### src/rtl/core/bfd_pkg.sv
// ----------------------------------------------------------------------------
// bfd_pkg
// Shared constants, command type and lane arithmetic for the 2x2 box filter
// downsampler.
// ----------------------------------------------------------------------------
package bfd_pkg;

  localparam int unsigned MaxWidth  = 4096;
  localparam int unsigned MaxHeight = 4096;
  localparam int unsigned LineDepth = (MaxWidth + 1) / 2;
  localparam int unsigned LineAw    = $clog2(LineDepth);
  localparam int unsigned ColW      = $clog2(MaxWidth);
  localparam int unsigned RowW      = $clog2(MaxHeight);

  localparam int unsigned CfgW    = 13;
  localparam int unsigned CfgIdxW = 2;
  localparam int unsigned BppW    = 3;
  localparam int unsigned PixW    = 32;
  localparam int unsigned Lanes   = 4;
  localparam int unsigned LaneW   = 9;
  localparam int unsigned PairW   = Lanes * LaneW;

  localparam int unsigned CmdDepth = 4;
  localparam int unsigned CmdAw    = $clog2(CmdDepth);
  localparam int unsigned OutDepth = 4;
  localparam int unsigned OutAw    = $clog2(OutDepth);

  localparam logic [CfgIdxW-1:0] CFG_WIDTH  = 2'd0;
  localparam logic [CfgIdxW-1:0] CFG_HEIGHT = 2'd1;
  localparam logic [CfgIdxW-1:0] CFG_BPP    = 2'd2;

  // one horizontal pair, ready for the line stores
  typedef struct packed {
    logic [PairW-1:0]  pair;
    logic [LineAw-1:0] addr;
    logic              odd_row;
    logic              top_row;
    logic              emit;
    logic              last;
  } cmd_t;

  // four 8-bit channels into 9-bit lanes
  function automatic logic [PairW-1:0] spread(input logic [PixW-1:0] px);
    logic [PairW-1:0] r;
    r = '0;
    for (int k = 0; k < Lanes; k++) begin
      r[k*LaneW +: LaneW] = {1'b0, px[k*8 +: 8]};
    end
    return r;
  endfunction

  // lane-wise sum of two pair sums, divided by four
  function automatic logic [PixW-1:0] combine(input logic [PairW-1:0] a,
                                              input logic [PairW-1:0] b);
    logic [PixW-1:0]  r;
    logic [LaneW:0]   s;
    r = '0;
    for (int k = 0; k < Lanes; k++) begin
      s = {1'b0, a[k*LaneW +: LaneW]} + {1'b0, b[k*LaneW +: LaneW]};
      r[k*8 +: 8] = s[9:2];
    end
    return r;
  endfunction

endpackage

### src/rtl/core/bfd_cmd_queue.sv
// ----------------------------------------------------------------------------
// bfd_cmd_queue
// Short queue of pair commands between the front and the back.
// ----------------------------------------------------------------------------
module bfd_cmd_queue (
  input  logic          clk_i,
  input  logic          rst_ni,
  input  logic          push_i,
  input  bfd_pkg::cmd_t cmd_i,
  output logic          full_o,
  input  logic          pop_i,
  output logic          valid_o,
  output bfd_pkg::cmd_t cmd_o
);

  bfd_pkg::cmd_t              slot_q [bfd_pkg::CmdDepth];
  logic [bfd_pkg::CmdAw-1:0]  wr_q, wr_d;
  logic [bfd_pkg::CmdAw-1:0]  rd_q, rd_d;
  logic [bfd_pkg::CmdAw:0]    cnt_q, cnt_d;
  logic                       do_push;
  logic                       do_pop;

  assign full_o  = (cnt_q == (bfd_pkg::CmdAw+1)'(bfd_pkg::CmdDepth));
  assign valid_o = (cnt_q != '0);
  assign cmd_o   = slot_q[rd_q];
  assign do_push = push_i && !full_o;
  assign do_pop  = pop_i && valid_o;

  always_comb begin
    wr_d  = do_push ? wr_q + 1'b1 : wr_q;
    rd_d  = do_pop ? rd_q + 1'b1 : rd_q;
    cnt_d = cnt_q + (bfd_pkg::CmdAw+1)'(do_push) - (bfd_pkg::CmdAw+1)'(do_pop);
  end

  always_ff @(posedge clk_i) begin
    if (do_push) begin
      slot_q[wr_q] <= cmd_i;
    end
  end

  always_ff @(posedge clk_i or negedge rst_ni) begin
    if (!rst_ni) begin
      wr_q  <= '0;
      rd_q  <= '0;
      cnt_q <= '0;
    end else begin
      wr_q  <= wr_d;
      rd_q  <= rd_d;
      cnt_q <= cnt_d;
    end
  end

endmodule

### config.mk
export PLATFORM = sky130hd
export DESIGN_NAME = bfd_cmd_queue
export DESIGN_NICKNAME = d
export VERILOG_FILES = /design/src/rtl/core/bfd_pkg.sv /design/src/rtl/core/bfd_cmd_queue.sv
export SDC_FILE = /design/constraint.sdc
export NUM_CORES = 1
export LEC_CHECK = 0
export BUFFER_PORTS_ARGS = -buffer_cell sky130_fd_sc_hd__buf_2
export CORE_UTILIZATION = 59
export CTS_BUF_LIST = sky130_fd_sc_hd__clkbuf_4 sky130_fd_sc_hd__clkbuf_8
export DETAILED_ROUTE_END_ITERATION = 12
export GPL_TIMING_DRIVEN = 0
export PLACE_DENSITY = 0.82
export SYNTH_ARGS = -nofsm -noshare
export SYNTH_HDL_FRONTEND = slang
export SYNTH_SLANG_ARGS = --single-unit
export TNS_END_PERCENT = 10
### constraint.sdc
create_clock -name clk_i -period 3.23 [get_ports clk_i]
set_input_delay 0.323 -clock clk_i [delete_from_list [all_inputs] [get_ports clk_i]]
set_output_delay 0.323 -clock clk_i [all_outputs]
set_load 0.005 [all_outputs]
Yosys cells after proc, flatten, opt, wreduce, memory -nomap -nowiden
Memory sizes are Yosys's and may differ from the RTL's.
Cells that the tools add are included.
- bits in registers: 7
- memories kept: 1
- word-level logic and storage cells: 15
- latch bits: 0
- memory bits (read-only): 0
- RAM bits: 204
- memories (memory ; words ; width ; rd ports ; clocked after Yosys merged registers in ; wr ports ; RTL line ; source):
    slot_q ; 4 ; 51 ; 1 ; 0 ; 1 ; bfd_cmd_queue.sv:16 ; bfd_pkg::cmd_t slot_q [bfd_pkg::CmdDepth];
- multipliers: 0
- reductions and logical operators: 4
- bitwise logic cells: 0
- multiplexer cells: 2
- magnitude comparators: 0
- divide/modulo/power cells: 0
- add/sub/neg operators: 4
- eq/ne operators: 1
- shifts and indexed selects: 0
- operator list (cell ; number):
    $add 2x1->2 const B ; 2
    $add 3x1->3 ; 1
    $eq 3x3->1 const B ; 1
    $reduce_bool 3->1 ; 1
    $sub 3x1->3 ; 1
    $logic_and 1x1->1 ; 2
    $mux 1 ; 2
    $logic_not 1->1 ; 1

Logic depth before layout (Yosys ltp)
- word-level depth: 5
- depth in mapped cells: 9
- depth with buffers taken out: 9

Least setup slack after synthesis
Ideal clock, no wire load.
- path type: reg-to-reg
- from: register cnt_q[2] in the netlist's numbering
- to: memory slot_q[0][0] in the netlist's numbering, enable pin
- period minus slack after synthesis: 2371 ps
- arrival time: 1956 ps
- path slack: 859 ps
- cell stages (with the launch flop): 3
- data required time: 2816 ps
- buffers on the path: 0
- cell sequence: dfrtp_1 nor3b_2 and3b_1
- longest elaborated chain between the ends: 5
- ends and longest elaborated chain (element ; RTL line ; source):
    start, declared ; bfd_cmd_queue.sv:19 ; logic [bfd_pkg::CmdAw:0] cnt_q, cnt_d;
    start signal, assigned ; bfd_cmd_queue.sv:49 ; cnt_q <= cnt_d;
    $eq 3x3->1 ; bfd_cmd_queue.sv:23 ; assign full_o = (cnt_q == (bfd_pkg::CmdAw+1)'(bfd_pkg::CmdDepth));
    net full_o ; bfd_cmd_queue.sv:10 ; output logic full_o,
    $logic_not 1->1 ; bfd_cmd_queue.sv:26 ; assign do_push = push_i && !full_o;
    $logic_and 1x1->1 ; bfd_cmd_queue.sv:26 ;
    $mux 1 ; bfd_cmd_queue.sv:36 ; if (do_push) begin
    $mux 1 (implied by the code) ; bfd_cmd_queue.sv:37 ; slot_q[wr_q] <= cmd_i;
    end, declared ; bfd_cmd_queue.sv:16 ;
The timed path passes the listed nets, and every way through them passes these cells.

Worst setup path in the final report
- from: register cnt_q[1] in the netlist's numbering
- to: register cnt_q[2] in the netlist's numbering
- longest elaborated chain between the ends: 5
- elaborated cells on any way between the ends: 7
- ends and longest elaborated chain (element ; RTL line ; source):
    $eq 3x3->1 ; bfd_cmd_queue.sv:23 ;
    $logic_not 1->1 ; bfd_cmd_queue.sv:26 ;
    $logic_and 1x1->1 ; bfd_cmd_queue.sv:26 ;
    $add 3x1->3 ; bfd_cmd_queue.sv:32 ; cnt_d = cnt_q + (bfd_pkg::CmdAw+1)'(do_push) - (bfd_pkg::CmdAw+1)'(do_pop);
    $sub 3x1->3 * ; bfd_cmd_queue.sv:32 ;
    net cnt_d, one bit ; bfd_cmd_queue.sv:19 ;
The timed path passes the listed nets; every way through them passes the cells marked *.
A chain may end at the register's enable or synchronous reset.

==> impl_results.html <==
<table>
<tr><th>Metric</th><th>Value</th></tr>
<tr><th colspan="2">Place</th></tr>
<tr><td>Number of buffers inserted by port buffering</td><td>107</td></tr>
<tr><td>Half-perimeter wire length after placement</td><td>around 8500 um</td></tr>
<tr><td>Placer's final routability congestion estimate</td><td>between 0.7 and 0.8</td></tr>
<tr><td>Pre-CTS WS</td><td>~0.9 ns</td></tr>
<tr><th colspan="2">Route</th></tr>
<tr><td>Via count</td><td>roughly 3600</td></tr>
<tr><td>Initial DRC count</td><td>approximately 280</td></tr>
<tr><td>Post-detailed-route DRC marker count</td><td>0</td></tr>
<tr><td>Router iterations before antenna repair</td><td>4</td></tr>
<tr><td>Antenna viol nets, final</td><td>0</td></tr>
<tr><td>Total Routed Length</td><td>13370 um</td></tr>
<tr><td>Wire length per cell</td><td>between 20 and 25 um</td></tr>
<tr><td>Vias per std cell</td><td>around 5.6</td></tr>
<tr><th colspan="2">Global routing</th></tr>
<tr><td>Global-route wire length before repair</td><td>~21000 um</td></tr>
<tr><td>GRT Total Usage</td><td>approximately a fifth</td></tr>
<tr><td>Number of antenna violations at the first check in global routing</td><td>1</td></tr>
<tr><td>Vias in the first global route</td><td>about 3900</td></tr>
<tr><td>Final global-route overflow total</td><td>0</td></tr>
<tr><td>Pin count of the biggest net entering global routing</td><td>32</td></tr>
<tr><th colspan="2">Outcome</th></tr>
<tr><td>Run status</td><td>completed</td></tr>
<tr><th colspan="2">Logic synthesis</th></tr>
<tr><td>Summed instance area of the synthesized netlist</td><td>7888 um^2</td></tr>
<tr><td>Sequential element share of the synthesized area</td><td>79.89%</td></tr>
<tr><td>Fraction of post-synthesis cell area in the top cell type by area</td><td>77.66%</td></tr>
<tr><td>Post-Synthesis Cells</td><td>~300</td></tr>
<tr><td>Number of flip-flops and latches in the synthesized netlist</td><td>approximately 210</td></tr>
<tr><td>Leading cell types by total area after synthesis</td><td>edfxtp_1, mux4_2, dfrtp_1, buf_12, mux4_1</td></tr>
<tr><td>Most area-hungry cell type in the Yosys netlist</td><td>edfxtp_1</td></tr>
<tr><td>Synthesized net count</td><td>around 370</td></tr>
<tr><td>Synth Warn #</td><td>0</td></tr>
<tr><td>Average cell area after synthesis</td><td>around 26 um^2</td></tr>
<tr><td>Cell variety after synth</td><td>22</td></tr>
<tr><th colspan="2">Worst setup path</th></tr>
<tr><td>Kind of end point of the critical path</td><td>flip-flop</td></tr>
<tr><td>Crit start category</td><td>flip-flop</td></tr>
<tr><td>Data required time at the worst endpoint</td><td>between 3 and 4 ns</td></tr>
<tr><td>Critical path arrival</td><td>between 2 and 3 ns</td></tr>
<tr><td>Maximum net fanout on the critical path</td><td>8</td></tr>
<tr><td>Critical path type</td><td>flip-flop to flip-flop</td></tr>
<tr><th colspan="2">Pwr</th></tr>
<tr><td>Leakage component of the power</td><td>between 3 and 4 nW</td></tr>
<tr><td>Maximum resistive drop on vdd</td><td>0.8024 mV</td></tr>
<tr><td>Power Density</td><td>896.4 nW/um^2</td></tr>
<tr><td>NetSw</td><td>about 2.3 mW</td></tr>
<tr><td>Cell-internal power</td><td>roughly 6.1 mW</td></tr>
<tr><td>Share of total power in sequential cells</td><td>about 45%</td></tr>
<tr><td>Fraction of power consumed by the clock network</td><td>around a quarter</td></tr>
<tr><td>Net switching share of the total power</td><td>between 20% and 30%</td></tr>
<tr><td>Proportion of power drawn by combinational gates</td><td>between 20% and 30%</td></tr>
<tr><th colspan="2">Floorplanning</th></tr>
<tr><td>Die Footprint</td><td>13840 um^2</td></tr>
<tr><td>Placeable Area</td><td>12820 um^2</td></tr>
<tr><td>Effective utilization at floorplan</td><td>around 62%</td></tr>
<tr><td>Height of the chip</td><td>between 100 and 150 um</td></tr>
<tr><td>Die W</td><td>about 120 um</td></tr>
<tr><td>Number of top-level design ports</td><td>around 110</td></tr>
<tr><td>Placement Rows</td><td>slightly above 40</td></tr>
<tr><th colspan="2">STA</th></tr>
<tr><td>Worst clock skew on the final layout</td><td>~0.018 ns</td></tr>
<tr><td>Smallest setup slack after layout</td><td>about 0.88 ns</td></tr>
<tr><td>Count of pins over their slew limit</td><td>0</td></tr>
<tr><td>Final worst-path cycle share</td><td>72.78%</td></tr>
<tr><td>Hold violation total from the final report</td><td>0</td></tr>
<tr><td>Highest Clock Rate</td><td>about 0.43 GHz</td></tr>
<tr><td>Final setup violating endpoints</td><td>0</td></tr>
<tr><td>Setup tns final</td><td>0 ns</td></tr>
<tr><td>RSZ-0062 raised after global routing</td><td>false</td></tr>
<tr><td>Crit path time final</td><td>approximately 2.4 ns</td></tr>
<tr><td>Tightest hold margin</td><td>about 0.042 ns</td></tr>
<tr><td>Actual transition at the worst max-transition pin</td><td>between 0.6 and 0.7 ns</td></tr>
<tr><td>Max-Slew Margin vs Limit</td><td>between 50 and 60%</td></tr>
<tr><th colspan="2">Layout</th></tr>
<tr><td>Area Growth Syn to Fin</td><td>19.18%</td></tr>
<tr><td>Share of post-route cells with drive strength above 1</td><td>between 40% and 50%</td></tr>
<tr><td>Final layout net count</td><td>between 500 and 600</td></tr>
<tr><td>Fillcell total</td><td>around 760</td></tr>
<tr><th colspan="2">Clock tree</th></tr>
<tr><td>Clk Latency, worst-skew pair</td><td>0.50 ns</td></tr>
<tr><td>Clock buffer count from CTS</td><td>34</td></tr>
<tr><td>Clk sink count</td><td>211</td></tr>
<tr><td>CTS Root Buffer Type</td><td>clkbuf_8</td></tr>
<tr><td>Clock tree from TritonCTS</td><td>done</td></tr>
<tr><td>Number of levels the H-tree was split into</td><td>2</td></tr>
<tr><td>Clock tree buffer depth</td><td>3</td></tr>
<tr><td>Post-CTS clock slew at the launch and capture registers of the worst setup and hold paths</td><td>approximately 0.060 ns</td></tr>
<tr><td>Resized cells post-CTS</td><td>0</td></tr>
<tr><th colspan="2">Run</th></tr>
<tr><td>MaxCap Viol Count</td><td>0</td></tr>
<tr><th colspan="2">Worst hold path</th></tr>
<tr><td>Hold Crit Class</td><td>input port to flip-flop</td></tr>
</table>
## sequential cells by signal, summed over array words and instances, names as in the netlist
| signal | cells |
|---|---|
| slot_q | 204 |
| cnt_q | 3 |
| rd_q | 2 |
| wr_q | 2 |
## routing by layer
metal,GRT usage [%],wire length (um),vias to the layer above
met5,0,0,-
met1,27.31,5428,1868
met3,5.087,889,21
li1,-,-,1618
met4,6.330,221,0
met2,33.31,6828,132
## critical path, cell delays in order, from the launching register on
cell	delay [ns]
dfrtp_1	0.48
nor3b_2	0.45
nand2b_1	0.18
ha_1	0.23
inv_1	0.06
ha_1	0.12
inv_1	0.05
fa_1	0.37
xnor2_1	0.14
xnor2_1	0.14
## cells in the final DEF (no fill, tap or decap), types with 2 or more instances in the layout
cell type	synthesis	layout
edfxtp_1	204	204
buf_2	5	112
mux4_2	48	48
clkbuf_8	0	34
buf_12	5	9
clkinv_1	0	9
clkbuf_4	0	7
dfrtp_1	7	7
ha_1	6	6
inv_1	5	5
nand2b_1	4	4
and3b_2	0	4
mux4_1	3	3
xnor2_1	3	3
clkinvlp_4	0	3
nand4bb_1	2	2
o211ai_1	2	2
bufinv_16	0	2
clkinv_2	0	2
## cells by family after synthesis
logic type               Yosys count  share of synthesized area (%)
AND/OR/NAND/NOR                   13                          1.332
flip-flops                       211                          79.89
XOR/XNOR                           4                         0.4442
multiplexers                      51                          14.71
AO/OA/AOI/OAI                      4                         0.4124
adder cells (fa/ha/maj)            7                          1.206
buffers and inverters             17                          2.015
## cells in the mapped netlist
cell type and instances:
and3b_1 4, buf_12 5, buf_2 5, buf_6 1, clkbuf_1 1, dfrtp_1 7
edfxtp_1 204, fa_1 1, ha_1 6, inv_1 5, mux4_1 3, mux4_2 48
nand2_1 1, nand2b_1 4, nand4bb_1 2, nor3b_2 1, o211ai_1 2, o311ai_0 1
o31a_1 1, or3_1 1, xnor2_1 3, xor2_1 1
## per-stage QoR
step | power [mW] | util (%) | std cells | cell area [um^2]
2_1_floorplan | 5.389 | - | 307 | 7888
3_3_place_gp | 6.221 | 67.36 | 586 | 8638
3_5_place_dp | 6.346 | 68.02 | 590 | 8723
4_1_cts | 8.549 | 73.28 | 650 | 9398
5_1_grt | 8.855 | 73.28 | 650 | 9398
6_report | 8.427 | 73.30 | 651 | 9400
## layout make-up
| cell class | count | area, um^2 | area share, % |
|---|---|---|---|
| timing repair buffer | 112 | 625.6 | 6.655 |
| inverter | 5 | 18.77 | 0.1997 |
| tap | 172 | 215.2 | 2.289 |
| clock inverter | 18 | 143.9 | 1.531 |
| clock buffer | 41 | 520.5 | 5.537 |
| buffer | 12 | 140.1 | 1.491 |
| multi-input combinational | 79 | 1433 | 15.24 |
| antenna | 1 | 2.502 | 0.02662 |
| sequential | 211 | 6301 | 67.03 |
## path summary, 6_finish.rpt
kind,to,from,slack (ns),depth (start not counted)
setup / recovery,cnt_q[2],cnt_q[1],0.88,9
hold / removal,slot_q[0][5],cmd_i[5],0.04,1
setup reg to reg,cnt_q[2],cnt_q[1],0.88,9
hold reg to reg,wr_q[1],wr_q[1],0.62,2
max in group asynchronous,cnt_q[0],rst_ni,2.85,2
min in group asynchronous,cnt_q[2],rst_ni,0.21,2
## repair_timing
item / in CTS / in global routing
endpoints found under the setup margin: 0 / 0
hold buffers: 1 / 0
setup buffers: 0 / 0
endpoints found under the hold margin: 7 / 0
## power groups by stage
| stage | registers (mW) | logic [mW] | clock network (mW) |
|---|---|---|---|
| 2_1_floorplan | 3.79 | 1.60 | 0 |
| 3_3_place_gp | 3.83 | 2.39 | 0 |
| 3_5_place_dp | 3.85 | 2.50 | 0 |
| 4_1_cts | 3.79 | 2.51 | 2.25 |
| 5_1_grt | 3.83 | 2.66 | 2.37 |
| 6_report | 3.79 | 2.44 | 2.20 |
Note: power is estimated with default switching activity, not from simulation.
