**src/rtl/core/bfd_pkg.sv**
```systemverilog
// ----------------------------------------------------------------------------
// bfd_pkg
// Shared constants, command type and lane arithmetic for the 2x2 box filter
// downsampler.
// ----------------------------------------------------------------------------
package bfd_pkg;

  localparam int unsigned MaxWidth  = 4096;
  localparam int unsigned MaxHeight = 4096;
  localparam int unsigned LineDepth = (MaxWidth + 1) / 2;
  localparam int unsigned LineAw    = $clog2(LineDepth);
  localparam int unsigned ColW      = $clog2(MaxWidth);
  localparam int unsigned RowW      = $clog2(MaxHeight);

  localparam int unsigned CfgW    = 13;
  localparam int unsigned CfgIdxW = 2;
  localparam int unsigned BppW    = 3;
  localparam int unsigned PixW    = 32;
  localparam int unsigned Lanes   = 4;
  localparam int unsigned LaneW   = 9;
  localparam int unsigned PairW   = Lanes * LaneW;

  localparam int unsigned CmdDepth = 4;
  localparam int unsigned CmdAw    = $clog2(CmdDepth);
  localparam int unsigned OutDepth = 4;
  localparam int unsigned OutAw    = $clog2(OutDepth);

  localparam logic [CfgIdxW-1:0] CFG_WIDTH  = 2'd0;
  localparam logic [CfgIdxW-1:0] CFG_HEIGHT = 2'd1;
  localparam logic [CfgIdxW-1:0] CFG_BPP    = 2'd2;

  // one horizontal pair, ready for the line stores
  typedef struct packed {
    logic [PairW-1:0]  pair;
    logic [LineAw-1:0] addr;
    logic              odd_row;
    logic              top_row;
    logic              emit;
    logic              last;
  } cmd_t;

  // four 8-bit channels into 9-bit lanes
  function automatic logic [PairW-1:0] spread(input logic [PixW-1:0] px);
    logic [PairW-1:0] r;
    r = '0;
    for (int k = 0; k < Lanes; k++) begin
      r[k*LaneW +: LaneW] = {1'b0, px[k*8 +: 8]};
    end
    return r;
  endfunction

  // lane-wise sum of two pair sums, divided by four
  function automatic logic [PixW-1:0] combine(input logic [PairW-1:0] a,
                                              input logic [PairW-1:0] b);
    logic [PixW-1:0]  r;
    logic [LaneW:0]   s;
    r = '0;
    for (int k = 0; k < Lanes; k++) begin
      s = {1'b0, a[k*LaneW +: LaneW]} + {1'b0, b[k*LaneW +: LaneW]};
      r[k*8 +: 8] = s[9:2];
    end
    return r;
  endfunction

endpackage

```
**src/rtl/core/bfd_front.sv**
```systemverilog
// ----------------------------------------------------------------------------
// bfd_front
// Configuration registers, raster position and horizontal pairing; issues
// one command per completed pair.
// ----------------------------------------------------------------------------
module bfd_front (
  input  logic                        clk_i,
  input  logic                        rst_ni,
  input  logic                        cfg_we_i,
  input  logic [bfd_pkg::CfgIdxW-1:0] cfg_index_i,
  input  logic [bfd_pkg::CfgW-1:0]    cfg_data_i,
  input  logic                        accept_i,
  input  logic [bfd_pkg::PixW-1:0]    in_pixel_i,
  output logic                        cmd_push_o,
  output bfd_pkg::cmd_t               cmd_o
);

  logic [bfd_pkg::ColW-1:0] w_last_q, w_last_d;
  logic [bfd_pkg::RowW-1:0] h_last_q, h_last_d;
  logic [1:0]               bpp_code_q, bpp_code_d;
  logic [bfd_pkg::ColW-1:0] col_q, col_d;
  logic [bfd_pkg::RowW-1:0] row_q, row_d;
  logic [bfd_pkg::PixW-1:0] held_q, held_d;
  logic [bfd_pkg::PixW-1:0] first_q, first_d;

  logic [bfd_pkg::PixW-1:0] mask;
  logic [bfd_pkg::PixW-1:0] px;
  logic [bfd_pkg::PixW-1:0] first_cur;
  logic                     col_odd;
  logic                     col_end;
  logic                     row_end;
  logic                     have_pair;
  logic [bfd_pkg::BppW-1:0] bpp_val;

  always_comb begin
    for (int k = 0; k < bfd_pkg::Lanes; k++) begin
      mask[k*8 +: 8] = (2'(k) <= bpp_code_q) ? 8'hFF : 8'h00;
    end
  end

  assign px        = in_pixel_i & mask;
  assign col_odd   = col_q[0];
  assign col_end   = (col_q == w_last_q);
  assign row_end   = (row_q == h_last_q);
  assign first_cur = (col_q == '0) ? px : first_q;
  assign have_pair = col_odd || col_end;
  assign bpp_val   = cfg_data_i[bfd_pkg::BppW-1:0];

  always_comb begin
    cmd_o.pair    = col_odd ? (bfd_pkg::spread(held_q) + bfd_pkg::spread(px))
                            : (bfd_pkg::spread(px) + bfd_pkg::spread(first_cur));
    cmd_o.addr    = col_q[bfd_pkg::ColW-1:1];
    cmd_o.odd_row = row_q[0];
    cmd_o.top_row = (row_q == '0);
    cmd_o.emit    = row_q[0] || row_end;
    cmd_o.last    = row_end && col_end;
  end

  assign cmd_push_o = accept_i && have_pair;

  always_comb begin
    w_last_d   = w_last_q;
    h_last_d   = h_last_q;
    bpp_code_d = bpp_code_q;
    col_d      = col_q;
    row_d      = row_q;
    held_d     = held_q;
    first_d    = first_q;
    if (cfg_we_i) begin
      unique case (cfg_index_i)
        bfd_pkg::CFG_WIDTH: begin
          if (cfg_data_i == '0) begin
            w_last_d = '0;
          end else if (cfg_data_i > bfd_pkg::CfgW'(bfd_pkg::MaxWidth)) begin
            w_last_d = bfd_pkg::ColW'(bfd_pkg::MaxWidth - 1);
          end else begin
            w_last_d = bfd_pkg::ColW'(cfg_data_i - 1'b1);
          end
        end
        bfd_pkg::CFG_HEIGHT: begin
          if (cfg_data_i == '0) begin
            h_last_d = '0;
          end else if (cfg_data_i > bfd_pkg::CfgW'(bfd_pkg::MaxHeight)) begin
            h_last_d = bfd_pkg::RowW'(bfd_pkg::MaxHeight - 1);
          end else begin
            h_last_d = bfd_pkg::RowW'(cfg_data_i - 1'b1);
          end
        end
        bfd_pkg::CFG_BPP: begin
          if (bpp_val == '0) begin
            bpp_code_d = 2'd0;
          end else if (bpp_val >= 3'd4) begin
            bpp_code_d = 2'd3;
          end else begin
            bpp_code_d = 2'(bpp_val - 1'b1);
          end
        end
        default: begin
        end
      endcase
      // any known register restarts the frame
      if (cfg_index_i == bfd_pkg::CFG_WIDTH || cfg_index_i == bfd_pkg::CFG_HEIGHT ||
          cfg_index_i == bfd_pkg::CFG_BPP) begin
        col_d = '0;
        row_d = '0;
      end
    end else if (accept_i) begin
      first_d = first_cur;
      if (!col_odd) begin
        held_d = px;
      end
      if (col_end) begin
        col_d = '0;
        row_d = row_end ? '0 : row_q + 1'b1;
      end else begin
        col_d = col_q + 1'b1;
      end
    end
  end

  always_ff @(posedge clk_i or negedge rst_ni) begin
    if (!rst_ni) begin
      w_last_q   <= bfd_pkg::ColW'(63);
      h_last_q   <= bfd_pkg::RowW'(63);
      bpp_code_q <= 2'd3;
      col_q      <= '0;
      row_q      <= '0;
      held_q     <= '0;
      first_q    <= '0;
    end else begin
      w_last_q   <= w_last_d;
      h_last_q   <= h_last_d;
      bpp_code_q <= bpp_code_d;
      col_q      <= col_d;
      row_q      <= row_d;
      held_q     <= held_d;
      first_q    <= first_d;
    end
  end

endmodule

```
**config.mk**
```make
export PLATFORM = sky130hd
export DESIGN_NAME = bfd_front
export DESIGN_NICKNAME = d
export VERILOG_FILES = /design/src/rtl/core/bfd_pkg.sv /design/src/rtl/core/bfd_front.sv
export SDC_FILE = /design/constraint.sdc
export NUM_CORES = 1
export LEC_CHECK = 0
export BUFFER_PORTS_ARGS = -buffer_cell sky130_fd_sc_hd__clkbuf_2
export CAP_MARGIN = 0
export CORE_ASPECT_RATIO = 1.4
export CORE_MARGIN = 5
export CORE_UTILIZATION = 45
export DETAILED_ROUTE_END_ITERATION = 10
export PLACE_DENSITY = 0.65
export REMOVE_ABC_BUFFERS = 1
export SLEW_MARGIN = 20
export SYNTH_ARGS = -nofsm -noshare
export SYNTH_HDL_FRONTEND = slang
export SYNTH_SLANG_ARGS = --single-unit
```
**constraint.sdc**
```tcl
create_clock -name clk_i -period 6.69 [get_ports clk_i]
set_clock_uncertainty 0.2 [all_clocks]
set_input_delay 0 -clock clk_i [delete_from_list [all_inputs] [get_ports clk_i]]
set_output_delay 0 -clock clk_i [all_outputs]
set_load 0.03 [all_outputs]
```
# --- Word-level counts from Yosys, hierarchy flattened ---
# Index checks and enable logic that the tools add are counted.
word_totals:
  in_bits: 51
  regBits: 114
  wordCells: 65
  out_inout_bits: 52
classes:
  addsub: 6
  eq_ne: 5
  n_lt_le_gt_ge: 6
  bitwise: 3
  reduce_logical: 20
  muxes: 18
op_table:
  columns: ["operator", "n"]
  rows:
  - ["12-bit 2-to-1 mux", 10]
  - ["35-bit by 35-bit adder with 36-bit output", 2]
  - ["36-bit 2-to-1 mux", 1]
  - ["32-bit AND", 1]
  - ["32-bit 2-to-1 mux", 1]
  - ["8-bit 2-to-1 mux", 4]
  - ["12-bit by 1-bit adder with 12-bit output (second input constant)", 2]
  - ["12-bit equality test", 2]
  - ["12-bit logical NOT", 2]
  - ["13-bit > comparator (second input constant)", 1]
  - ["13-bit logical NOT", 1]
  - ["12-bit by 1-bit subtractor with 12-bit output (second input constant)", 1]
  - ["2-bit AND reduction", 5]
  - ["3-bit AND reduction", 2]
  - ["1-bit by 2-bit <= comparator with 1-bit output (first input constant)", 2]
  - ["2-bit <= comparator (first input constant)", 2]
  - ["1-bit logical OR", 4]
  - ["2-bit 2-to-1 mux", 2]
  - ["2-bit nonzero test", 2]
  - ["3-bit greater-or-equal comparator (second input constant)", 1]
  - ["3-bit logical NOT", 1]
  - ["2-bit by 1-bit equality test with 1-bit output (second input constant)", 1]
  - ["2-bit equality test (second input constant)", 1]
  - ["1-bit logical AND", 2]
  - ["4 further kinds", 5]

# --- Logic depth before layout (Yosys ltp) ---
# Gate-level depths: netlist of run 1.
depth:
  ltp_word: 6
  depth_mapped: 17

# --- Least setup slack after synthesis of run 1 ---
# No wires, ideal clock.
synth_timing:
  path_type: "register to output"
  from: "register col_q[0] (netlist bit)"
  to: "output cmd_o[23] (netlist bit)"
  path_slack_ns: 2.850
  arrival_time_ns: 3.640
  n_path_buf: 2
  stages_incl_launch_ff: 18
  path_cell_list: "dfrtp_1 > inv_1 > ha_1 > nor4b_1 > nand3_1 > clkbuf_1 > buf_1 > mux2i_1 > o21ai_0 > ha_1 > inv_1 > fa_1 > nor2b_1 > o21ai_0 > nand2b_1 > a21o_1 > a21oi_1 > o21ai_0"
synth_rtl:
  columns: ["item", "line_no", "source"]
  rows:
  - ["start: declaration", "bfd_front.sv:21", "logic [bfd_pkg::ColW-1:0] col_q, col_d;"]
  - ["start signal: assignment", "bfd_front.sv:134", "col_q <= col_d;"]
  - ["end: declaration", "bfd_front.sv:15", "output bfd_pkg::cmd_t cmd_o"]

==> results of run 1 <==
area by class of cell:
cell class              instances  share of cell area
multi-input cells             648              0.4370
well taps                     196             0.02754
flip-flops and latches        114              0.3225
repair buffers                161              0.1225
inverters                      47             0.01981
clock buffers                  22             0.05325
clock inverters                10             0.01742
power by group:
group | total, mW | leakage [nW] | switching, mW | internal (mW)
Sequential | 0.980 | 1.45 | 0.101 | 0.878
Clock | 0.955 | 0.306 | 0.305 | 0.650
Combinational | 1.61 | 2.57 | 1.04 | 0.570
layout by cell type (no fill, tap or decap), types with 4 or more instances in the layout:
master	count
sky130_fd_sc_hd__a21oi_1	49
sky130_fd_sc_hd__mux2i_1	7
sky130_fd_sc_hd__clkbuf_16	17
sky130_fd_sc_hd__o21ai_0	125
sky130_fd_sc_hd__ha_1	38
sky130_fd_sc_hd__nor3_1	9
sky130_fd_sc_hd__clkinv_2	4
sky130_fd_sc_hd__xor2_1	11
sky130_fd_sc_hd__mux2_2	14
sky130_fd_sc_hd__nand4_1	7
sky130_fd_sc_hd__nand3b_1	5
sky130_fd_sc_hd__nand2b_1	14
sky130_fd_sc_hd__o21ai_1	14
sky130_fd_sc_hd__a21oi_2	4
sky130_fd_sc_hd__dfrtp_1	99
sky130_fd_sc_hd__fa_1	4
sky130_fd_sc_hd__xnor2_1	47
sky130_fd_sc_hd__nand2_1	155
sky130_fd_sc_hd__dlygate4sd3_1	54
sky130_fd_sc_hd__or3_1	6
sky130_fd_sc_hd__nor2_1	54
sky130_fd_sc_hd__o41ai_1	4
sky130_fd_sc_hd__buf_4	6
sky130_fd_sc_hd__a31oi_1	6
sky130_fd_sc_hd__bufinv_16	4
sky130_fd_sc_hd__a21o_1	10
sky130_fd_sc_hd__nor2b_1	6
sky130_fd_sc_hd__clkbuf_2	101
sky130_fd_sc_hd__nand3_1	7
sky130_fd_sc_hd__dfstp_2	14
sky130_fd_sc_hd__o31ai_1	8
sky130_fd_sc_hd__and3_1	14
sky130_fd_sc_hd__nor4_1	5
sky130_fd_sc_hd__inv_1	47
metal layers:
layer	wire length, um	GRT usage	vias up
li1	-	-	3175
met1	7320	0.2297	2860
met2	8795	0.3371	96
met3	556	0.03308	15
met4	222	0.05895	0
met5	0	0	-
metrics by stage:
step                      hold WS [ps]  setup slack [ps]  area [um^2]  std cells  power (mW)
final                            15.56              2019         8905       1198       3.548
after global routing             116.9              1560         8905       1198       3.798
after CTS                        80.73              1967         8902       1198       3.584
after detailed placement        -35.58              2413         7732       1112       2.594
after global placement          -37.68              2521         7732       1112       2.566
after floorplan                 -495.6              1467         6928        809       2.162
critical path, delay by kind of cell (launching register included):
family | cells | cell delay [ps]
AO/OA/AOI/OAI | 6 | 1030
AND/OR/NAND/NOR | 2 | 860
adder cells (fa/ha/maj) | 3 | 820
buffers and inverters | 3 | 750
flip-flops | 1 | 420
XOR/XNOR | 1 | 160
state kept, by name, indices dropped and copies added (netlist names):
name	count
bpp_code_q	2
col_q	12
first_q	32
h_last_q	12
held_q	32
row_q	12
w_last_q	12
final timing paths:
kind,endpoint,slack [ps]
max in group asynchronous,first_q[3],5120
min in group clk_i,h_last_q[10],90
min,held_q[25],20
max reg2reg,row_q[11],3910
min reg2reg,h_last_q[1],270
max,cmd_o[39],2020
cell families (layout without fill, tap and decap cells):
logic type | count (synthesis) | after routing | synth area share
AND/OR/NAND/NOR | 299 | 299 | 0.1867
AO/OA/AOI/OAI | 228 | 228 | 0.1735
flip-flops | 114 | 114 | 0.3992
buffers and inverters | 101 | 240 | 0.06108
XOR/XNOR | 58 | 58 | 0.07064
adder cells (fa/ha/maj) | 42 | 42 | 0.07726
multiplexers | 21 | 21 | 0.03167
what timing repair did:
item | 4_1_cts | 5_1_grt
resized for setup | 0 | 0
hold endpoints to repair | 157 | 0
hold buffers | 54 | 0
buffers inserted | 0 | 0
==> qor.json, run 1 <==
{
  "grt_util_all_layers": {"value": 0.1899},
  "drt.antenna.violating_nets": {"value": 0},
  "post-route-min-period": {"value": 4671, "unit": "ps"},
  "synthFlopType": {"value": "sky130_fd_sc_hd__dfrtp_1"},
  "synth-seq-cells": {"value": 114},
  "totalWireLength": {"value": 16.90, "unit": "mm"},
  "timing_worst_slew_pin_value": {"value": 989.1, "unit": "ps"},
  "diodes": {"value": 0},
  "yosys.cell_types.count": {"value": 43},
  "flow.area_growth_from_synthesis": {"value": 23.84, "unit": "%"},
  "crit_start": {"value": "col_q[1]"},
  "clock_latency": {"value": 410, "unit": "ps"},
  "synthesis.area_per_instance": {"value": 8.332, "unit": "um^2"},
  "peakVddDrop": {"value": 0.3676, "unit": "mV"},
  "path_class": {"value": "flop to output port"},
  "final_hold_viol_count": {"value": 0},
  "synth.top_cells.by_count": {"value": "sky130_fd_sc_hd__nand2_1, sky130_fd_sc_hd__o21ai_0, sky130_fd_sc_hd__dfrtp_1, sky130_fd_sc_hd__nor2_1, sky130_fd_sc_hd__a21oi_1"},
  "grt_max_degree": {"value": 70},
  "utilization": {"value": 0.5681},
  "routed-via-count": {"value": 6146},
  "grt_remaining_overflow": {"value": 0},
  "timing.critical_path.from_type": {"value": "flop"},
  "post_synthesis_sequential_area_ratio": {"value": 0.3992},
  "post-synth-top-area-cell": {"value": "sky130_fd_sc_hd__dfrtp_1"},
  "cts-buffers-inserted": {"value": 17},
  "yosysWarnings": {"value": 0},
  "antenna_violations_before_repair": {"value": 0},
  "syn_inst": {"value": 863},
  "core.rowCount": {"value": 54},
  "cts_root_buf": {"value": "sky130_fd_sc_hd__clkbuf_16"},
  "design.die.area": {"value": 0.01864, "unit": "mm^2"},
  "synthDominantCellAreaShare": {"value": 0.3480},
  "regArea": {"value": 0.002872, "unit": "mm^2"},
  "cp_slowest_stage_delay": {"value": 480, "unit": "ps"},
  "per_cell_via_count_in_the_routed_design": {"value": 5.130},
  "max_fclk": {"value": 214.1, "unit": "MHz"},
  "setup.worst_path.end_class": {"value": "output port"},
  "cts_max_path_buffers": {"value": 2},
  "cts_sink_cnt": {"value": 114},
  "outcome": {"value": "finished clean"},
  "drtPass1Iterations": {"value": 4},
  "worst_ep_arrival_time": {"value": 4470, "unit": "ps"},
  "die_h": {"value": 159.6, "unit": "um"},
  "slew_headroom": {"value": 0.3383},
  "static-leakage-power": {"value": 4.323, "unit": "nW"},
  "effective_utilization_at_floorplan": {"value": 0.4587},
  "tritoncts_clock_tree": {"value": "done"},
  "number_of_enable_flip_flop_cells_after_synthesis": {"value": 0},
  "crit_path_frequent_cell": {"value": "sky130_fd_sc_hd__a21oi_1"},
  "h-tree-depth": {"value": 4},
  "timing.critical_path.slowest_stage_cell": {"value": "sky130_fd_sc_hd__nand3_2"},
  "multi_input_comb_area": {"value": 0.003891, "unit": "mm^2"},
  "max-cap-violations": {"value": 0},
  "grt_first_pass_wirelength": {"value": 28.85, "unit": "mm"},
  "unrepaired_setup_endpoints_after_global_routing": {"value": "no"},
  "setup-tns-final": {"value": 0, "unit": "ps"},
  "floorplan.io_pins": {"value": 103},
  "period_share": {"value": 0.6982},
  "maxSlewViolCount": {"value": 0},
  "worst_setup_hold_path_clk_slew": {"value": 50, "unit": "ps"},
  "worstPathMaxFanout": {"value": 39},
  "weighted_congestion_at_the_end_of_routability_driven_global_placement": {"value": 0.8410},
  "pwr_density_cell": {"value": 398.5, "unit": "mW/mm^2"},
  "crit-reg2reg-launch": {"value": "col_q[0]"},
  "n_fill_cell": {"value": 1414},
  "min_delay_worst_type": {"value": "primary input to async pin"},
  "drt_iter0_drcs": {"value": 424},
  "mappedNetlistArea": {"value": 0.007191, "unit": "mm^2"},
  "routed_length_per_instance": {"value": 14.10, "unit": "um"},
  "layout-drive-gt1-share": {"value": 0.1756},
  "yosysMostFrequentCell": {"value": "sky130_fd_sc_hd__nand2_1"},
  "route.detailed.drc": {"value": 0},
  "synth_area_leaders": {"value": "sky130_fd_sc_hd__dfrtp_1, sky130_fd_sc_hd__o21ai_0, sky130_fd_sc_hd__nand2_1"},
  "numPortBuffers": {"value": 102},
  "design.core.area": {"value": 0.01568, "unit": "mm^2"},
  "setup-violations-final": {"value": 0},
  "dieWidth": {"value": 116.8, "unit": "um"},
  "critical_path_required": {"value": 6490, "unit": "ps"},
  "synth_async_sr_flop_share": {"value": 1.000},
  "crit_path_cell_trace": {"value": "inv_1 > ha_1 > nor4b_1 > nand3_2 > buf_4 > a21oi_1 > o21ai_0 > ha_1 > fa_1 > a21o_1 > a21oi_1 > o21bai_1 > a21oi_1 > xnor2_1 > clkbuf_2"},
  "via_count_of_the_first_global_routing_pass": {"value": 6116},
  "place.detailed.hpwl": {"value": 12.12, "unit": "mm"},
  "worst-r2r-cell-count": {"value": 8},
  "nNetsFinal": {"value": 1082}
}
(Power assumes the default switching activity.)
==> inputs of run 2 (changes only) <==
==> constraint.sdc (replaced) <==
create_clock -name clk_i -period 4.3 [get_ports clk_i]
set_clock_uncertainty 0.2 [all_clocks]
set_input_delay 0 -clock clk_i [delete_from_list [all_inputs] [get_ports clk_i]]
set_output_delay 0 -clock clk_i [all_outputs]
set_load 0.03 [all_outputs]
==> run 2 against run 1 <==
Effect of this change:
- cell count up 0.92%
- wire length rose by 0.83%
- register-to-register slack lost 2400 ps
- sequential share of layout area shrank 0.56 points
- core utilization up 1.0 points
- first-iteration DRC count shrank 35%
- die area is the same
- clock power up 64%
- global-route usage barely moved
- highest routed layer unchanged
==> qor.json, run 2 (synthesis gave the netlist of run 1 again) <==
{
  "final_cell_mix": {"value": "sky130_fd_sc_hd__nand2_1, sky130_fd_sc_hd__o21ai_0, sky130_fd_sc_hd__clkbuf_2, sky130_fd_sc_hd__dfrtp_1, sky130_fd_sc_hd__dlygate4sd3_1"},
  "unrepaired_setup_endpoints_after_global_routing": {"value": "no"},
  "drt_iter0_drcs": {"value": 274},
  "via_count_of_the_first_global_routing_pass": {"value": 6096},
  "layout.cells.most_common": {"value": "sky130_fd_sc_hd__nand2_1"},
  "clock_latency": {"value": 420, "unit": "ps"},
  "slew_headroom": {"value": 0.3310},
  "min_delay_worst_type": {"value": "primary input to flop"},
  "dieWidth": {"value": 116.8, "unit": "um"},
  "weighted_congestion_at_the_end_of_routability_driven_global_placement": {"value": 0.8567},
  "final_non_filler_cell_area": {"value": 0.009061, "unit": "mm^2"},
  "nNetsFinal": {"value": 1093},
  "design.core.area": {"value": 0.01568, "unit": "mm^2"},
  "setup-violations-final": {"value": 0},
  "diodes": {"value": 0},
  "pwr_density_cell": {"value": 624.9, "unit": "mW/mm^2"},
  "critical_path_required": {"value": 4100, "unit": "ps"},
  "path_class": {"value": "flop to output port"},
  "fin_ws": {"value": 351.6, "unit": "ps"},
  "grt_first_pass_wirelength": {"value": 28.55, "unit": "mm"},
  "layout-drive-gt1-share": {"value": 0.1876},
  "peakVddDrop": {"value": 0.5327, "unit": "mV"},
  "worst_ep_arrival_time": {"value": 3750, "unit": "ps"},
  "finalNonFillerCells": {"value": 1209},
  "core.rowCount": {"value": 54},
  "cts_sink_cnt": {"value": 114},
  "place.detailed.hpwl": {"value": 11.99, "unit": "mm"},
  "grt_max_degree": {"value": 70},
  "n_fill_cell": {"value": 1441},
  "period_share": {"value": 0.9182},
  "grt_util_all_layers": {"value": 0.1899},
  "per_cell_via_count_in_the_routed_design": {"value": 5.148},
  "routed-via-count": {"value": 6224},
  "floorplan.io_pins": {"value": 103},
  "design.die.area": {"value": 0.01864, "unit": "mm^2"},
  "post-route-min-period": {"value": 3948, "unit": "ps"},
  "static-leakage-power": {"value": 4.421, "unit": "nW"},
  "totalWireLength": {"value": 17.04, "unit": "mm"},
  "max-cap-violations": {"value": 0},
  "drtPass1Iterations": {"value": 4},
  "layout_top_registers": {"value": "first_q x32, held_q x32"},
  "timing.critical_path.slowest_stage_cell": {"value": "sky130_fd_sc_hd__dfrtp_1"},
  "placed_area": {"value": 0.007777, "unit": "mm^2"},
  "grt_remaining_overflow": {"value": 0},
  "cp_slowest_stage_delay": {"value": 420, "unit": "ps"},
  "crit_path_cell_trace": {"value": "inv_1 > ha_1 > nor4b_2 > nand3_2 > buf_4 > buf_4 > nor2_1 > a21oi_1 > o21ai_0 > ha_1 > fa_1 > a21o_1 > a21oi_1 > o21bai_1 > a21oi_2 > xnor2_1 > clkbuf_4"},
  "die_h": {"value": 159.6, "unit": "um"},
  "antenna_violations_before_repair": {"value": 0},
  "tritoncts_clock_tree": {"value": "done"},
  "max_fclk": {"value": 253.3, "unit": "MHz"},
  "effective_utilization_at_floorplan": {"value": 0.4587},
  "critPathTopFamily": {"value": "adder cells"},
  "post-place-ws": {"value": 314.4, "unit": "ps"},
  "critPathBufInv": {"value": 4},
  "maxSlewViolCount": {"value": 0},
  "cts-buffers-inserted": {"value": 17},
  "drt.antenna.violating_nets": {"value": 0},
  "numPortBuffers": {"value": 102},
  "cts_root_buf": {"value": "sky130_fd_sc_hd__clkbuf_16"},
  "worst_setup_hold_path_clk_slew": {"value": 50, "unit": "ps"},
  "setup-tns-final": {"value": 0, "unit": "ps"},
  "route.detailed.drc": {"value": 0},
  "timing.critical_path.from_type": {"value": "flop"},
  "h-tree-depth": {"value": 4},
  "setup.worst_path.end_class": {"value": "output port"},
  "worstPathMaxFanout": {"value": 9},
  "dp_cells": {"value": 1118},
  "routed_length_per_instance": {"value": 14.09, "unit": "um"},
  "flow.area_growth_from_synthesis": {"value": 26.01, "unit": "%"},
  "outcome": {"value": "finished clean"},
  "cts_max_path_buffers": {"value": 2},
  "timing_worst_slew_pin_value": {"value": 1000, "unit": "ps"},
  "final_hold_viol_count": {"value": 0}
}
[run 2: cell count changes in the layout (fill, tap and decap cells not counted), sizes merged]
| cell | before | now |
|---|---|---|
| clkinv | 4 | 6 |
| clkinvlp | 2 | 0 |
| buf | 6 | 15 |
| bufinv | 4 | 6 |
| clkbuf | 123 | 121 |
| dlygate4sd3 | 54 | 56 |
[run 2: per-stage QoR]
stage	power, mW	utilization	hold WS [ps]
after CTS	5.699	0.5761	95.99
after global routing	6.047	0.5781	167.7
after global placement	4.015	0.4962	-198.7
final	5.662	0.5781	84.16
after floorplan	3.363	-	-495.6
after detailed placement	4.051	0.4962	-195.1
[run 2: area by class of cell]
cell class	count	area, um^2	area share
multi-input cells	648	3918	0.4323
inverters	47	176.4	0.01947
repair buffers	172	1194	0.1317
flip-flops and latches	114	2872	0.3169
clock buffers	20	446.7	0.04930
clock inverters	12	210.2	0.02320
well taps	196	245.2	0.02706
[run 2: worst paths after layout]
| kind | slack [ps] | start | cells past startpoint | endpoint |
|---|---|---|---|---|
| max | 350 | col_q[1] | 17 | cmd_o[39] |
| min | 80 | cfg_data_i[3] | 5 | w_last_q[10] |
| max reg2reg | 1480 | col_q[0] | 8 | row_q[10] |
| min reg2reg | 270 | h_last_q[1] | 2 | h_last_q[1] |
| max in group asynchronous | 2850 | rst_ni | 4 | held_q[3] |
| min in group asynchronous | 510 | rst_ni | 3 | h_last_q[0] |
[run 2: where the power goes]
part / switching, mW / internal, mW / total [mW]
Combinational: 1.64 / 0.932 / 2.57
Sequential: 0.154 / 1.37 / 1.52
Clock: 0.478 / 1.09 / 1.57
[run 2: what timing repair did]
action | CTS | global route
pin swaps | 1 | 0
buffers inserted | 2 | 0
setup endpoints to repair | 6 | 11
hold buffers | 57 | 0
hold endpoints to repair | 194 | 0
resized for setup | 0 | 8
[run 2: worst min-delay path: cells and delay by family]
kind | cells | cell delay, ps
buffers and inverters | 1 | 130
and+or+nand+nor | 2 | 150
AOI/OAI and AO/OA | 2 | 380
[run 2: layer usage]
metal,vias up,global-route usage,wire (um)
li1,3194,-,-
met1,2885,0.2168,7173
met2,115,0.3449,8837
met3,30,0.03878,667
met4,0,0.06260,356
met5,-,0,0
==> inputs of run 3 (changes only) <==
--- a/config.mk
+++ b/config.mk
@@ -7,7 +7,7 @@
 export LEC_CHECK = 0
 export BUFFER_PORTS_ARGS = -buffer_cell sky130_fd_sc_hd__clkbuf_2
 export CAP_MARGIN = 0
-export CORE_ASPECT_RATIO = 1.4
+export CORE_ASPECT_RATIO = 1.2
 export CORE_MARGIN = 5
 export CORE_UTILIZATION = 45
 export DETAILED_ROUTE_END_ITERATION = 10
==> run 3 against run 2 <==
Effect of this change:
- total power is essentially flat
- core utilization grew 0.11 points
- critical path depth grew 2
- fmax grew 1.2%
- wire length grew 2.7%
- clock-buffer cell count grew 3
- worst setup slack gained 46 ps
- first-iteration DRC count grew 26%
- die area shrank 0.14%
- sequential power is essentially flat
- cell count grew 1.1%
- flip-flop and latch count is the same
- critical endpoint is now cmd_o[50]
- largest power group unchanged
==> qor.json, run 3 (synthesis gave the netlist of run 1 again) <==
{
  "drtPass1Iterations": {"value": 5},
  "per_cell_via_count_in_the_routed_design": {"value": 5.079},
  "grt_util_all_layers": {"value": 0.1950},
  "timing.critical_path.slowest_stage_cell": {"value": "sky130_fd_sc_hd__dfrtp_1"},
  "outcome": {"value": "finished clean"},
  "path_class": {"value": "flop to output port"},
  "via_count_of_the_first_global_routing_pass": {"value": 6282},
  "diodes": {"value": 0},
  "routed-via-count": {"value": 6206},
  "cts_sink_cnt": {"value": 114},
  "grt_max_degree": {"value": 70},
  "setup.worst_path.end_class": {"value": "output port"},
  "max-cap-violations": {"value": 0},
  "place.detailed.hpwl": {"value": 12.25, "unit": "mm"},
  "static-leakage-power": {"value": 4.403, "unit": "nW"},
  "setup-tns-final": {"value": 0, "unit": "ps"},
  "nNetsFinal": {"value": 1094},
  "drt.antenna.violating_nets": {"value": 0},
  "power.sequential.fraction": {"value": 0.270},
  "cell_internal_pwr": {"value": 3.371, "unit": "mW"},
  "weighted_congestion_at_the_end_of_routability_driven_global_placement": {"value": 0.8302},
  "power.share.clock": {"value": 0.272},
  "slew_headroom": {"value": 0.3079},
  "layout-drive-gt1-share": {"value": 0.1844},
  "switching_share": {"value": 0.4044},
  "routed_length_per_instance": {"value": 14.31, "unit": "um"},
  "h-tree-depth": {"value": 4},
  "flow.area_growth_from_synthesis": {"value": 25.96, "unit": "%"},
  "regArea": {"value": 0.002872, "unit": "mm^2"},
  "comb_power_share": {"value": 0.458},
  "cts_root_buf": {"value": "sky130_fd_sc_hd__clkbuf_16"},
  "design.die.area": {"value": 0.01862, "unit": "mm^2"},
  "clock_latency": {"value": 410, "unit": "ps"},
  "numPortBuffers": {"value": 102},
  "min_delay_worst_type": {"value": "primary input to async pin"},
  "crit_path_frequent_cell": {"value": "sky130_fd_sc_hd__o21ai_0"},
  "worst_setup_hold_path_clk_slew": {"value": 50, "unit": "ps"},
  "critPathBufInv": {"value": 5},
  "cp_slowest_stage_delay": {"value": 420, "unit": "ps"},
  "tritoncts_clock_tree": {"value": "done"},
  "timing_worst_slew_pin_value": {"value": 1034, "unit": "ps"},
  "route.detailed.drc": {"value": 0},
  "period_share": {"value": 0.9076},
  "timing.critical_path.from_type": {"value": "flop"},
  "layout_top_registers": {"value": "first_q x32, held_q x32"},
  "crit_path_cell_trace": {"value": "inv_1 > ha_1 > nor4b_2 > nand3_2 > buf_12 > buf_4 > nor2_1 > a21oi_1 > o21ai_0 > ha_1 > inv_1 > fa_1 > nor2b_1 > o21ai_0 > nand2b_1 > a21o_1 > a21oi_1 > o21ai_0 > clkbuf_2"},
  "drt_iter0_drcs": {"value": 345},
  "grt_remaining_overflow": {"value": 0},
  "floorplan.io_pins": {"value": 103},
  "post-route-min-period": {"value": 3903, "unit": "ps"},
  "totalWireLength": {"value": 17.49, "unit": "mm"},
  "pwr_density_cell": {"value": 624.8, "unit": "mW/mm^2"},
  "worst_ep_arrival_time": {"value": 3700, "unit": "ps"},
  "design.core.area": {"value": 0.01564, "unit": "mm^2"},
  "dieWidth": {"value": 125.4, "unit": "um"},
  "critical_path_required": {"value": 4100, "unit": "ps"},
  "critPathTopFamily": {"value": "simple AND/OR/NAND/NOR gates"},
  "n_fill_cell": {"value": 1403},
  "max_fclk": {"value": 256.2, "unit": "MHz"},
  "grt_first_pass_wirelength": {"value": 29.75, "unit": "mm"},
  "multi_input_comb_area": {"value": 0.003897, "unit": "mm^2"},
  "setup-violations-final": {"value": 0},
  "cts_max_path_buffers": {"value": 2},
  "final_non_filler_cell_area": {"value": 0.009057, "unit": "mm^2"},
  "worstPathMaxFanout": {"value": 14},
  "final_hold_viol_count": {"value": 0},
  "layout.cells.most_common": {"value": "sky130_fd_sc_hd__nand2_1"},
  "cts-buffers-inserted": {"value": 17},
  "maxSlewViolCount": {"value": 0},
  "final_cell_mix": {"value": "sky130_fd_sc_hd__nand2_1, sky130_fd_sc_hd__o21ai_0, sky130_fd_sc_hd__clkbuf_2, sky130_fd_sc_hd__dfrtp_1"},
  "power.switching": {"value": 2.288, "unit": "mW"},
  "unrepaired_setup_endpoints_after_global_routing": {"value": "no"},
  "effective_utilization_at_floorplan": {"value": 0.4598},
  "die_h": {"value": 148.5, "unit": "um"},
  "core.rowCount": {"value": 50},
  "placed_area": {"value": 0.007815, "unit": "mm^2"},
  "antenna_violations_before_repair": {"value": 0},
  "peakVddDrop": {"value": 0.3240, "unit": "mV"}
}
[run 3: worst paths after layout]
check | start | endpoint | slack [ps] | cells after the start
worst max register to register | col_q[0] | row_q[11] | 1440 | 8
max in group asynchronous | rst_ni | col_q[2] | 3310 | 3
worst min-delay path | rst_ni | bpp_code_q[1] | 30 | 2
worst max-delay path | col_q[1] | cmd_o[50] | 400 | 19
min in group clk_i | cfg_index_i[0] | col_q[7] | 140 | 4
worst min register to register | h_last_q[1] | h_last_q[1] | 270 | 2
[run 3: per-layer routing]
layer | part of all wire | track usage | vias to the layer above
li1 | - | - | 3187
met1 | 0.44 | 0.2313 | 2884
met2 | 0.50 | 0.3520 | 117
met3 | 0.040 | 0.04921 | 18
met4 | 0.013 | 0.05206 | 0
met5 | 0 | 0 | -
[run 3: what timing repair did]
action | 4_1_cts | 5_1_grt
endpoints found under the setup margin | 10 | 9
buffers inserted | 2 | 0
resized for setup | 0 | 1
hold buffers | 55 | 0
pin swaps | 1 | 0
endpoints found under the hold margin | 160 | 0
[run 3: cell type report]
class / instances / area share
clock buffers: 23 / 0.05166
inverters: 47 / 0.01948
flip-flops and latches: 114 / 0.3170
multi-input cells: 648 / 0.4303
repair buffers: 173 / 0.1332
well taps: 208 / 0.02873
clock inverters: 9 / 0.01962
[run 3: power by group through the flow]
stage | Clock, mW | Combinational (mW) | Sequential (mW)
floorplan | 0 | 1.81 | 1.55
global route | 1.62 | 2.86 | 1.56
CTS | 1.57 | 2.61 | 1.53
finish | 1.54 | 2.59 | 1.53
detailed placement | 0 | 2.52 | 1.54
global placement | 0 | 2.49 | 1.54
[run 3: stage by stage]
| stage | std cells | power [mW] | util | setup WS, ps | hold slack, ps |
|---|---|---|---|---|---|
| 3_3_place_gp | 1133 | 4.028 | 0.4997 | 438.4 | -182.3 |
| 5_1_grt | 1222 | 6.041 | 0.5791 | 54.24 | 45.16 |
| 4_1_cts | 1222 | 5.705 | 0.5786 | 232.3 | 22.60 |
| 3_5_place_dp | 1133 | 4.061 | 0.4997 | 342.9 | -172.4 |
| 2_1_floorplan | 809 | 3.363 | - | -922.7 | -495.6 |
| 6_report | 1222 | 5.659 | 0.5791 | 397.3 | 29.18 |
